<file path="config.mk">
export PLATFORM = sky130hd
export DESIGN_NAME = qph_queue
export DESIGN_NICKNAME = d
export VERILOG_FILES = /design/src/rtl/qph_pkg.sv /design/src/rtl/qph_queue.sv
export SDC_FILE = /design/constraint.sdc
export NUM_CORES = 1
export LEC_CHECK = 0
export BUFFER_PORTS_ARGS = -buffer_cell sky130_fd_sc_hd__buf_2
export CAP_MARGIN = 20
export CELL_PAD_IN_SITES_DETAIL_PLACEMENT = 0
export CELL_PAD_IN_SITES_GLOBAL_PLACEMENT = 1
export CORE_AREA = 2 2 126 128
export DETAILED_ROUTE_END_ITERATION = 7
export DIE_AREA = 0 0 128 130
export PLACE_DENSITY_LB_ADDON = 0.1
export SYNTH_ARGS = -nofsm -noshare
export SYNTH_HDL_FRONTEND = slang
export SYNTH_SLANG_ARGS = --single-unit
</file>
<file path="constraint.sdc">
create_clock -name clk_i -period 6.3 [get_ports clk_i]
set_input_delay 1.26 -clock clk_i [delete_from_list [all_inputs] [get_ports clk_i]]
set_output_delay 1.26 -clock clk_i [all_outputs]
set_load 0.05 [all_outputs]
</file>
<file path="src/rtl/qph_pkg.sv">
// package for the quadratic probe hash table: widths, codes, queue entry type
// no dependencies
`timescale 1ns / 1ps
package qph_pkg;
  localparam int unsigned TableDepth = 1024;
  localparam int unsigned SlotBits   = $clog2(TableDepth);
  localparam int unsigned CountBits  = SlotBits + 1;
  localparam int unsigned KeyBits    = 32;
  localparam int unsigned ValueBits  = 32;
  localparam int unsigned HashBits   = 32;
  localparam int unsigned SizeBits   = 10;
  localparam int unsigned StatusBits = 2;
  localparam logic [SizeBits-1:0] SizeReset = SizeBits'(1021);

  typedef enum logic [StatusBits-1:0] {
    ST_INSERTED  = 2'd0,
    ST_REMOVED   = 2'd1,
    ST_FULL      = 2'd2,
    ST_NOT_FOUND = 2'd3
  } status_e;

  typedef enum logic {
    REQ_INSERT = 1'b0,
    REQ_REMOVE = 1'b1
  } req_e;

  // classified request handed from front to back
  typedef struct packed {
    logic                  is_remove;
    logic [SlotBits:0]     n;
    logic [SlotBits:0]     base;
    logic [KeyBits-1:0]    key;
    logic [ValueBits-1:0]  value;
  } job_t;

  typedef enum logic [2:0] {
    FS_IDLE,
    FS_REDUCE,
    FS_PUSH
  } front_state_e;

  typedef enum logic [2:0] {
    BS_CLEAR,
    BS_IDLE,
    BS_READ,
    BS_CHECK,
    BS_OUT
  } back_state_e;
endpackage

</file>
<file path="src/rtl/qph_queue.sv">
// two-entry queue between front and back ends
// depends on qph_pkg
`timescale 1ns / 1ps
module qph_queue (
  input  logic          clk_i,
  input  logic          rst_ni,
  input  logic          in_valid_i,
  input  qph_pkg::job_t in_job_i,
  output logic          in_ready_o,
  output logic          out_valid_o,
  output qph_pkg::job_t out_job_o,
  input  logic          out_ready_i
);
  import qph_pkg::*;

  job_t       mem_q [2];
  logic       wr_q, rd_q;
  logic [1:0] fill_q;
  logic       push, pop;

  assign in_ready_o  = (fill_q != 2'd2);
  assign out_valid_o = (fill_q != 2'd0);
  assign out_job_o   = mem_q[rd_q];
  assign push        = in_valid_i && in_ready_o;
  assign pop         = out_valid_o && out_ready_i;

  always_ff @(posedge clk_i or negedge rst_ni) begin
    if (!rst_ni) begin
      wr_q   <= 1'b0;
      rd_q   <= 1'b0;
      fill_q <= 2'd0;
    end else begin
      if (push) wr_q <= ~wr_q;
      if (pop)  rd_q <= ~rd_q;
      fill_q <= fill_q + {1'b0, push} - {1'b0, pop};
    end
  end

  always_ff @(posedge clk_i) begin
    if (push) begin
      mem_q[wr_q] <= in_job_i;
    end
  end
endmodule

</file>
After elaboration in Yosys (flattened, before gate mapping)
Memory sizes are Yosys's and may differ from the RTL's. Cells that the tools add are included.

Flip-flop bits (word level): 4. Latch bits: 0. RAM bits: 174. Bits in read-only memories: 0. Input bits: 91. Output and inout bits: 89. Word-level logic and storage cells: 14. Memories: 1.

Add/sub/neg operators: 2. $mul: 0. Div/mod/pow operators: 0. Magnitude comparators: 0. Eq/ne operators: 1. Shift operators: 0. Muxes and demuxes: 2. Bitwise gates (word level): 2. Reductions and logical operators: 3.

Memory list: mem_q (words 2, width 87, rd ports 1, clocked after memory_dff 0, write ports 1, line qph_queue.sv:16) `job_t mem_q [2];`.

Operators by type and width (count): $add 2x1->2 (1); $logic_and 1x1->1 (2); $mux 1 (2); $ne 2x2->1 const B (1); $not 1->1 (2); $reduce_bool 2->1 (1); $sub 2x1->2 (1).

Longest topological paths before layout
Word-level depth: 4. Gate-level depth with buffers: 7. Mapped depth without buffers: 7.

Least setup slack after synthesis
OpenSTA, ideal clock, no wires.

Path type: input to register. From: input in_valid_i. To: memory mem_q[0][0] (netlist name) (enable). Library setup time: 0.534 ns. Data arrival time: 5.005 ns. Required time: 5.766 ns. Slack: 0.762 ns. Cell stages on the path: 2. Buffers on the path: 0. Path through: nand2_1 > nor2_1.

Word-level cells in the longest chain between the ends: 3.

RTL lines: start: declaration (line qph_queue.sv:7) `input logic in_valid_i,`; $logic_and 1x1->1 (line qph_queue.sv:24) `assign push = in_valid_i && in_ready_o;`; $mux 1 (line qph_queue.sv:40) `if (push) begin`; $mux 1 (implied by the code) (line qph_queue.sv:41) `mem_q[wr_q] <= in_job_i;`; end: declaration (line qph_queue.sv:16).

Every way passes these cells.

==> results.txt <==
Mapped Cells - 288
final hold viol count - 0
Max Clk Rate - 0.258 GHz
Final Core Density - 53.6%
Syn Nets - 381
critical path arrival - 2620 ps
Crit Path Category - register to primary output
Routed Antenna Nets - 0
Die W - 128 microns
H-tree levels - 4
die area - 16600 sq um
worst skew pair latency - 420 ps
skew final - 5.70 ps
Syn. warnings - 0
Sink Count - 178
wire length per cell - 17.1 microns
buffer depth of the longest clock path - 2
RePlAce Congestion - 0.719
commonest non-fill, non-tap cell in the layout - buf_2
DP HPWL - 7.65 mm
fin worst setup slack - 2420 ps
worst slew pin tran - 923 ps
fin area - 8270 sq um
vias per cell - 4.71
unrepaired setup endpoints after global routing - false
placement row count - 46
Seq cells post-synth - 178
Layout area overhead - 26.2%
number of global-route vias before repair - 3408
Power Density - 565 nW/um^2
post-CTS sizing - 0
Vias - 3228
largest net degree at the start of global routing - 68
Worst EP required - 5040 ps
sequential share of the synthesized area - 81.3%
Area after DPL - 7650 sq um
Relative slew margins - 38.5%
synth top area cells - edfxtp_1, mux2_2, mux2_4
leading area contributor after synthesis - edfxtp_1
r2r setup slk - 3850 ps
all-layer global routing usage - 14.2%
Yosys cell types - 16
most frequent cells in the layout - buf_2, edfxtp_1, mux2_2
CTS buffer count - 17
first-pass GRT wire length - 17.4 mm
Setup TNS - 0 ps
crit path capture type - primary output
remaining global-route overflow - 0
final wirelength - 11.7 mm
setup slack at placement - 2800 ps
crit-path max FO - 46
Setup Buffers After CTS - 0
clock-pin transition on the worst setup and hold timing paths - 60 ps
PortBufs - 179
drt initial violations - 142
peak supply drop - 0.000366 V
status - complete, no violations
drt pass-1 iters - 5
die height - 130 microns
final setup fails - 0
CTS hold repair buffers - 0
Max Slew Vio Count - 0
Starting Density - 42.5%
Leak Pwr - 3.14 nW
CTS tree - done
initial antenna violation count - 3
max cap viols - 0
Syn Area/Cell - 22.7 sq um
core area - 15400 sq um
final period utilization - 61.6%
critical path launch point type - register
io pins - 180
Root Buffer - clkbuf_16
min cycle time layout - 3880 ps
top-area cell type share of the netlist area - 79.8%
nets - 572
DRC Markers - 0
synthesized area - 6550 sq um
share of cells above drive strength 1 - 61.6%
Hold Crit Class - register to register
## final timing paths
| kind | cells past startpoint | end | from |
|---|---|---|---|
| setup reg to reg | 4 | mem_q[0][67] | fill_q[1] |
| hold / removal | 1 | fill_q[0] | fill_q[0] |
| max in group asynchronous | 1 | rd_q | rst_ni |
| hold reg to reg | 1 | fill_q[0] | fill_q[0] |
| min in group asynchronous | 1 | wr_q | rst_ni |
| setup / recovery | 3 | out_job_o[3] | rd_q |
## state kept, by name, indices dropped and copies added (netlist names)
name / cells
fill_q: 2
rd_q: 1
wr_q: 1
mem_q: 174
## worst max-delay path, cell delays in order (launching register included)
cell and delay, ps:
dfrtp_4 830, buf_4 690, mux2_2 420, buf_2 210
## cell usage after synthesis
master	count
or2_2	1
nor2_1	1
and3_1	1
nand2_1	1
dfrtp_1	4
mux2_4	20
nand2b_1	1
buf_6	4
edfxtp_1	174
xnor2_1	3
xor2_1	1
mux2_2	67
ha_1	2
buf_2	6
and2_1	1
inv_1	1
## power breakdown
group / leakage [nW] / internal, W / switching, W
clock: 0.290 / 0.000660 / 0.000425
combinational: 1.19 / 0.000523 / 0.00133
sequential: 1.66 / 0.00162 / 0.000118
total: 3.14 / 0.00281 / 0.00187
## kinds of logic (layout without fill, tap and decap cells)
kind of cell / after synthesis / in the layout / share of synthesized area (%)
flip-flops: 178 / 178 / 81.3
multiplexers: 87 / 87 / 16.1
buffers and inverters: 11 / 215 / 1.20
AND/OR/NAND/NOR: 6 / 6 / 0.497
XOR/XNOR: 4 / 4 / 0.535
adder cells (fa/ha/maj): 2 / 2 / 0.382
other: 0 / 1 / 0
## cell type report
cell class	count	area [sq um]
Antenna cell	1	2.50
Clock buffer	17	425
Clock inverter	15	190
Fill cell	1286	7160
Inverter	1	3.75
Multi-Input combinational cell	99	1160
Sequential cell	178	5330
Tap cell	192	240
Timing Repair Buffer	182	918
## layer usage
layer | track usage, % | routed length (microns)
met5 | 0 | 27
met4 | 6.40 | 204
met3 | 6.60 | 1040
met2 | 22.7 | 5660
met1 | 16.6 | 4780
## through the flow
step / power (W) / instances / hold WS, ps
final: 0.00468 / 685 / 519
after global routing: 0.00487 / 685 / 553
after CTS: 0.00474 / 684 / 524
after detailed placement: 0.00365 / 652 / 507
after global placement: 0.00363 / 652 / 497
after floorplan: 0.00328 / 288 / 461
No activity file was read; power rests on OpenSTA's default activity.
