$ cat config.mk
export PLATFORM = sky130hd
export DESIGN_NAME = qph_front_flat
export DESIGN_NICKNAME = d
export VERILOG_FILES = /design/src/rtl/qph_pkg.sv /design/src/rtl/qph_req_if.sv /design/src/rtl/qph_front.sv /design/src/flat_wrapper.sv
export SDC_FILE = /design/constraint.sdc
export NUM_CORES = 1
export LEC_CHECK = 0
export ABC_AREA = 1
export BUFFER_PORTS_ARGS = -buffer_cell sky130_fd_sc_hd__buf_2
export CORE_MARGIN = 4
export CORE_UTILIZATION = 35
export CTS_BUF_LIST = sky130_fd_sc_hd__clkbuf_2
export DETAILED_ROUTE_END_ITERATION = 6
export PLACE_DENSITY = 0.7
export SLEW_MARGIN = 15
export SYNTH_ARGS = -nofsm -noshare
export SYNTH_HDL_FRONTEND = slang
export SYNTH_SLANG_ARGS = --single-unit
$ cat constraint.sdc
create_clock -name clk_i -period 11.8 [get_ports clk_i]
set_clock_uncertainty 0.1 [all_clocks]
set_input_delay 1.18 -clock clk_i [delete_from_list [all_inputs] [get_ports clk_i]]
set_output_delay 1.18 -clock clk_i [all_outputs]
set_load 0.05 [all_outputs]
$ cat src/rtl/qph_pkg.sv
// package for the quadratic probe hash table: widths, codes, queue entry type
// no dependencies
`timescale 1ns / 1ps
package qph_pkg;
  localparam int unsigned TableDepth = 1024;
  localparam int unsigned SlotBits   = $clog2(TableDepth);
  localparam int unsigned CountBits  = SlotBits + 1;
  localparam int unsigned KeyBits    = 32;
  localparam int unsigned ValueBits  = 32;
  localparam int unsigned HashBits   = 32;
  localparam int unsigned SizeBits   = 10;
  localparam int unsigned StatusBits = 2;
  localparam logic [SizeBits-1:0] SizeReset = SizeBits'(1021);

  typedef enum logic [StatusBits-1:0] {
    ST_INSERTED  = 2'd0,
    ST_REMOVED   = 2'd1,
    ST_FULL      = 2'd2,
    ST_NOT_FOUND = 2'd3
  } status_e;

  typedef enum logic {
    REQ_INSERT = 1'b0,
    REQ_REMOVE = 1'b1
  } req_e;

  // classified request handed from front to back
  typedef struct packed {
    logic                  is_remove;
    logic [SlotBits:0]     n;
    logic [SlotBits:0]     base;
    logic [KeyBits-1:0]    key;
    logic [ValueBits-1:0]  value;
  } job_t;

  typedef enum logic [2:0] {
    FS_IDLE,
    FS_REDUCE,
    FS_PUSH
  } front_state_e;

  typedef enum logic [2:0] {
    BS_CLEAR,
    BS_IDLE,
    BS_READ,
    BS_CHECK,
    BS_OUT
  } back_state_e;
endpackage

$ cat src/rtl/qph_req_if.sv
// request and result channel interfaces
// depends on qph_pkg
`timescale 1ns / 1ps
interface qph_req_if;
  import qph_pkg::*;
  logic                 valid;
  logic                 ready;
  logic                 req_type;
  logic [HashBits-1:0]  key_hash;
  logic [KeyBits-1:0]   key;
  logic [ValueBits-1:0] value;
  modport source (output valid, req_type, key_hash, key, value, input ready);
  modport sink   (input valid, req_type, key_hash, key, value, output ready);
endinterface


$ cat src/rtl/qph_front.sv
// front end: accepts requests, clamps size, reduces hash modulo size bit-serially
// depends on qph_pkg
`timescale 1ns / 1ps
module qph_front (
  input  logic                     clk_i,
  input  logic                     rst_ni,
  input  logic [qph_pkg::SizeBits-1:0] size_i,
  qph_req_if.sink                  req,
  output logic                     job_valid_o,
  output qph_pkg::job_t            job_o,
  input  logic                     job_ready_i
);
  import qph_pkg::*;

  localparam int unsigned CntBits = $clog2(HashBits + 1);

  front_state_e state_q, state_d;
  job_t job_q, job_d;
  logic [HashBits-1:0] hash_q, hash_d;
  logic [CntBits-1:0]  cnt_q, cnt_d;
  logic [SlotBits+1:0] rem_shift;
  logic [SlotBits:0]   n_sel;

  always_comb begin
    if (size_i == '0) begin
      n_sel = (SlotBits+1)'(1);
    end else if ({1'b0, size_i} > (SizeBits+1)'(TableDepth)) begin
      n_sel = (SlotBits+1)'(TableDepth);
    end else begin
      n_sel = (SlotBits+1)'(size_i);
    end
  end

  always_ff @(posedge clk_i or negedge rst_ni) begin
    if (!rst_ni) begin
      state_q <= FS_IDLE;
    end else begin
      state_q <= state_d;
    end
  end

  always_ff @(posedge clk_i) begin
    job_q  <= job_d;
    hash_q <= hash_d;
    cnt_q  <= cnt_d;
  end

  always_comb begin
    state_d     = state_q;
    job_d       = job_q;
    hash_d      = hash_q;
    cnt_d       = cnt_q;
    req.ready   = 1'b0;
    job_valid_o = 1'b0;
    rem_shift   = {job_q.base, hash_q[HashBits-1]};
    case (state_q)
      FS_IDLE: begin
        req.ready = 1'b1;
        if (req.valid) begin
          job_d.is_remove = (req.req_type == REQ_REMOVE);
          job_d.n         = n_sel;
          job_d.base      = '0;
          job_d.key       = req.key;
          job_d.value     = req.value;
          hash_d          = req.key_hash;
          cnt_d           = '0;
          state_d         = FS_REDUCE;
        end
      end
      FS_REDUCE: begin
        // restoring remainder, one hash bit per cycle
        if (rem_shift >= {1'b0, job_q.n}) begin
          job_d.base = (SlotBits+1)'(rem_shift - {1'b0, job_q.n});
        end else begin
          job_d.base = rem_shift[SlotBits:0];
        end
        hash_d = {hash_q[HashBits-2:0], 1'b0};
        cnt_d  = cnt_q + CntBits'(1);
        if (cnt_q == CntBits'(HashBits - 1)) begin
          state_d = FS_PUSH;
        end
      end
      FS_PUSH: begin
        job_valid_o = 1'b1;
        if (job_ready_i) begin
          state_d = FS_IDLE;
        end
      end
      default: state_d = FS_IDLE;
    endcase
  end

  assign job_o = job_q;
endmodule

$ cat src/flat_wrapper.sv
// flat-port wrapper written by rule: the top's interface ports become plain ports
module qph_front_flat import qph_pkg::*;
  (clk_i, rst_ni, size_i, job_valid_o, job_o, job_ready_i, req_valid, req_req_type, req_key_hash, req_key, req_value, req_ready);
  qph_req_if req_i ();
  input  logic clk_i;
  input  logic rst_ni;
  input  logic [qph_pkg::SizeBits-1:0] size_i;
  output logic job_valid_o;
  output qph_pkg::job_t job_o;
  input  logic job_ready_i;
  input wire logic [$bits(req_i.valid)-1:0] req_valid;
  input wire logic [$bits(req_i.req_type)-1:0] req_req_type;
  input wire logic [$bits(req_i.key_hash)-1:0] req_key_hash;
  input wire logic [$bits(req_i.key)-1:0] req_key;
  input wire logic [$bits(req_i.value)-1:0] req_value;
  output wire logic [$bits(req_i.ready)-1:0] req_ready;
  assign req_i.valid = req_valid;
  assign req_i.req_type = req_req_type;
  assign req_i.key_hash = req_key_hash;
  assign req_i.key = req_key;
  assign req_i.value = req_value;
  assign req_ready = req_i.ready;
  qph_front u_core (.clk_i(clk_i), .rst_ni(rst_ni), .size_i(size_i), .req(req_i), .job_valid_o(job_valid_o), .job_o(job_o), .job_ready_i(job_ready_i));
endmodule
Yosys cells after proc, flatten, opt, wreduce, memory -nomap -nowiden:

Cells that the tools add are included.

* flip-flop bits (word level): 128
* input bits: 111
* output and inout bits: 89
* word-level logic and storage cells: 40

* add/sub/neg operators: 2
* $lt $le $gt $ge: 2
* eq/ne operators: 6
* multiplexer cells: 14
* reductions and logical operators: 7

Operators with widths (count)
* 75-bit 2-to-1 mux: 1
* 32-bit one-hot mux with 2 select lines: 1
* 32-bit 2-to-1 mux: 1
* 11-bit 2-to-1 mux: 2
* 11-bit one-hot mux with 2 select lines: 1
* 12-bit by 11-bit greater-or-equal comparator with 1-bit output: 1
* 6-bit one-hot mux with 2 select lines: 1
* 10-bit by 11-bit > comparator with 1-bit output, second input constant: 1
* 11-bit subtractor: 1
* 10-bit zero test: 1
* 3-bit 2-to-1 mux: 3
* 3-bit one-hot mux with 3 select lines: 1
* 6-bit by 1-bit adder with 6-bit output, second input constant: 1
* 6-bit by 5-bit == test with 1-bit output, second input constant: 1
* 6-bit 2-to-1 mux: 1
* 2-bit != test, second input constant: 2
* 2-bit AND reduction: 2
* 3-bit by 1-bit == test with 1-bit output, second input constant: 1
* 3-bit by 2-bit == test with 1-bit output, second input constant: 1
* 3-bit zero test: 1
* 3-bit AND reduction: 1
* 1-bit 2-to-1 mux: 2
* 2-bit by 1-bit != test with 1-bit output, second input constant: 1
* 2-bit nonzero test: 1
* 2-bit OR reduction: 1

Longest topological paths before layout:

* depth after elaboration: 3
* mapped depth: 13
* gate-level depth less buffers: 13

Least setup slack after synthesis:

Ideal clock, no wire load.

* path kind: input -> register
* from: input req_valid
* to: register u_core.cnt_q[0], enable pin
* setup time: 0.408 ns
* arrival time: 5.814 ns
* data required time: 11.292 ns
* path slack: 5.479 ns
* stages on the path: 4
* buffers on the path: 0
* cells stage by stage: inv_1 > nor2_1 > inv_1 > nand2_1

* longest elaborated chain between the ends: 2

Ends and longest elaborated chain
* from (decl): RTL line flat_wrapper.sv:11 `input wire logic [$bits(req_i.valid)-1:0] req_valid;`
* 2-bit != test (no line)
* 2-bit AND reduction (no line)
* to (signal assigned): RTL line qph_front.sv:45 `cnt_q <= cnt_d;`
* to (decl): RTL line qph_front.sv:20 `logic [CntBits-1:0] cnt_q, cnt_d;`

No other way between the ends.
A chain may end at the register's enable or synchronous reset.

Worst setup path in the final report:

* from: register u_core.state_q[1]
* to: register u_core.hash_q[28], enable pin

* longest elaborated chain between the ends: 3
* elaborated cells on any way between the ends: 5
* classes of those cells: 2 x eq/ne; 3 x reduce/logical

Ends and longest elaborated chain
* from (decl): RTL line qph_front.sv:17 `front_state_e state_q, state_d;`
* from (signal assigned): RTL line qph_front.sv:38 `state_q <= state_d;`
* 3-bit by 1-bit == test with 1-bit output or 3-bit zero test (tied branches): RTL line qph_front.sv:56 `case (state_q)`
* 2-bit nonzero test (no line) or 2-bit != test (tied branches)
* 2-bit AND reduction (no line) *
* to (signal assigned): RTL line qph_front.sv:44 `hash_q <= hash_d;`
* to (decl): RTL line qph_front.sv:19 `logic [HashBits-1:0] hash_q, hash_d;`

Mark *: on every way between the ends. The rest lies on a longest branch, timed or not.

==> results.cfg <==
[global_route]
antenna_found_initial = 4
track_usage = 0.1432
grt_first_pass_wirelength_um = 19310
grt.overflow.total = 0
grt_max_degree = 77
grt_pass1_vias = 3973

[yosys]
synthAdderAreaFrac = 0.02952
muxShareOfSynthArea = 0
syn_area_um2 = 5340
synth-simple-area-share = 0.1924
syn_avg_cell_area_um2 = 11.36
synth_cell_type_count = 31
synth_nets = 593
yosysTopAreaCell = edfxtp_1
synthXorXnorAreaFrac = 0.004920
ys_seq_elements = 126
yosysWarnings = 0
synth_compound_area_frac = 0.01312
synth_top_area_frac = 0.6973
synth_top_family_by_area = simple AND/OR/NAND/NOR gates
yosys-top-cells-area = edfxtp_1 70%, nand2_1 12%, inv_1 3.7%
synth_cells = 470
synth_seq_area_share = 0.7067

[clocking]
clk_path_buf_depth = 2
hold_buffers = 0
h-tree-depth = 4
cts.sinks = 126
numCtsBuffers = 17
clkTransAtPathRegs_ns = 0.18
root_buffer = clkbuf_2
cts_setup_buffers = 0
cts_tree = done
clk_latency_ns = 0.66
post_cts_resized = 0

[sta]
final_hold_viol_count = 0
fin_crit_sh = 0.3016
finalMaxSlewViolations = 0
final.setup.tns_ns = 0
fmax_mhz = 281.0
fin_crit_ns = 3.558
worst_hold_slack_ns = 0.1736
rsz0062_at_grt = false
slew_headroom = 0.2513
worst_pin_slew_ns = 1.119
finalSetupViolCount = 0

[drt]
drc_errors = 0
vias = 3857
wire_per_inst_um = 14.02
dr.pass1.iters = 4
ant_nets = 0
wl_um = 12170
vias_per_cell = 4.444
drt_iter0_drc = 203

[placement]
dp_cells = 835
gp_congestion = 0.8669
hpwl_um = 9279
io_buffers = 198

[critical_path]
cp-end-kind = flop
crit-reg2reg-launch = u_core.state_q[1]
startpoint_type = flop
r2r_setup_slack_ns = 8.24
r2r-end = u_core.hash_q[28]
worst_r2r_path_depth = 3
required_ns = 11.98
worstPathArrival_ns = 3.74
path_class = flop to flop
cp_max_fo = 49

[floorplan]
core-area_um2 = 14750
dieArea_um2 = 17300
ioPinCount = 200
start_util = 0.3619
fp.dieW_um = 131.5
rows = 44
die-height_um = 131.5

[layout]
nets = 793
layout-drive-gt1-share = 0.3543
fill_cells = 1453
area_delta_synth_final_pct = 25.52
instances_no_fill = 868

[power_and_ir_drop]
powerDensity_nw_per_um2 = 273.0
leakage_uw = 0.003155
vdd_ir_drop_max_mv = 0.1178

[run]
cap_viol_max_count = 0

[worst_hold_path]
hold_class = primary input to asynchronous set/reset pin

[status]
status = complete, no violations
==> area by class of cell <==
cell class | count | area (um^2) | share of cell area
Sequential cell | 126 | 3774 | 0.5630
Timing Repair Buffer | 199 | 998.5 | 0.1490
Antenna cell | 1 | 2.502 | 0.0003733
Clock buffer | 21 | 105.1 | 0.01568
Clock inverter | 11 | 93.84 | 0.01400
Tap cell | 184 | 230.2 | 0.03435
Multi-Input combinational cell | 273 | 1295 | 0.1932
Inverter | 53 | 203.9 | 0.03043
==> logic make-up after synthesis <==
| family | after synthesis |
|---|---|
| other | 1 |
| and+or+nand+nor | 245 |
| DFF | 126 |
| xor gates and xnor gates | 3 |
| AOI/OAI and AO/OA | 12 |
| adders and majority gates | 12 |
| buffers and inverters | 71 |
==> cell usage in the layout (no fill, tap or decap), types with 3 or more instances in the layout <==
master and n:
inv_1 52, buf_2 198, nand2_1 169, nor2_1 38
clkbuf_2 21, nor2_4 4, edfxtp_1 124, nand4_1 3
clkinv_2 3, a21oi_1 7, nand3_1 19, ha_1 11
==> stage by stage <==
stage	instance area [um^2]	util	total power, uW	setup slack [ns]
floorplan	5340	-	1425	5.479
global placement	6501	0.4406	1609	8.088
detailed placement	6501	0.4406	1623	8.064
CTS	6700	0.4541	1857	8.151
global route	6703	0.4543	1980	7.880
finish	6703	0.4543	1830	8.242
==> power by group <==
| group | switching, uW | total [uW] | internal [uW] | leakage (uW) |
|---|---|---|---|---|
| clock | 150 | 228 | 77.8 | 0.000129 |
| combinational | 628 | 837 | 209 | 0.00181 |
| sequential | 57.9 | 765 | 707 | 0.00122 |
| total | 835 | 1830 | 994 | 0.00316 |
==> synthesized netlist by cell type (all sizes together) <==
library cell  instances
nand2               172
edfxtp              124
inv                  53
nor2                 43
nand3                21
clkbuf               12
ha                   11
a21oi                 7
buf                   6
nand4                 4
dfrtp                 2
nor4                  2
o21ai                 2
xnor2                 2
a31o                  1
and2                  1
and3                  1
conb                  1
fa                    1
nor3                  1
o2111ai               1
o21a                  1
xor2                  1
==> layer usage <==
metal,global-route usage,vias up,share of wire
li1,-,1943,-
met3,0.07492,18,0.097
met1,0.1526,1748,0.38
met4,0.04842,6,0.016
met2,0.2447,142,0.50
met5,0,-,0.0034
==> flip-flops by register name (all words and copies together) (netlist names) <==
signal and flops:
u_core.cnt_q 6, u_core.hash_q 32, u_core.job_o 86, u_core.state_q 2
==> worst max-delay path by stage <==
stage,start,slack [ns],end
global placement,req_valid,8.09,u_core.hash_q[18]
CTS,u_core.state_q[1],8.15,u_core.hash_q[30]
finish,u_core.state_q[1],8.24,u_core.hash_q[28]
floorplan,req_valid,5.48,u_core.cnt_q[0]
global route,u_core.state_q[0],7.88,u_core.hash_q[25]
detailed placement,req_valid,8.06,u_core.hash_q[16]
==> critical path, cell delays in order, from the launching register on <==
cell     delay [ns]
dfrtp_1        0.45
nor2_4         0.76
inv_1          0.77
nand2_2        1.08
(Power assumes the default switching activity.)
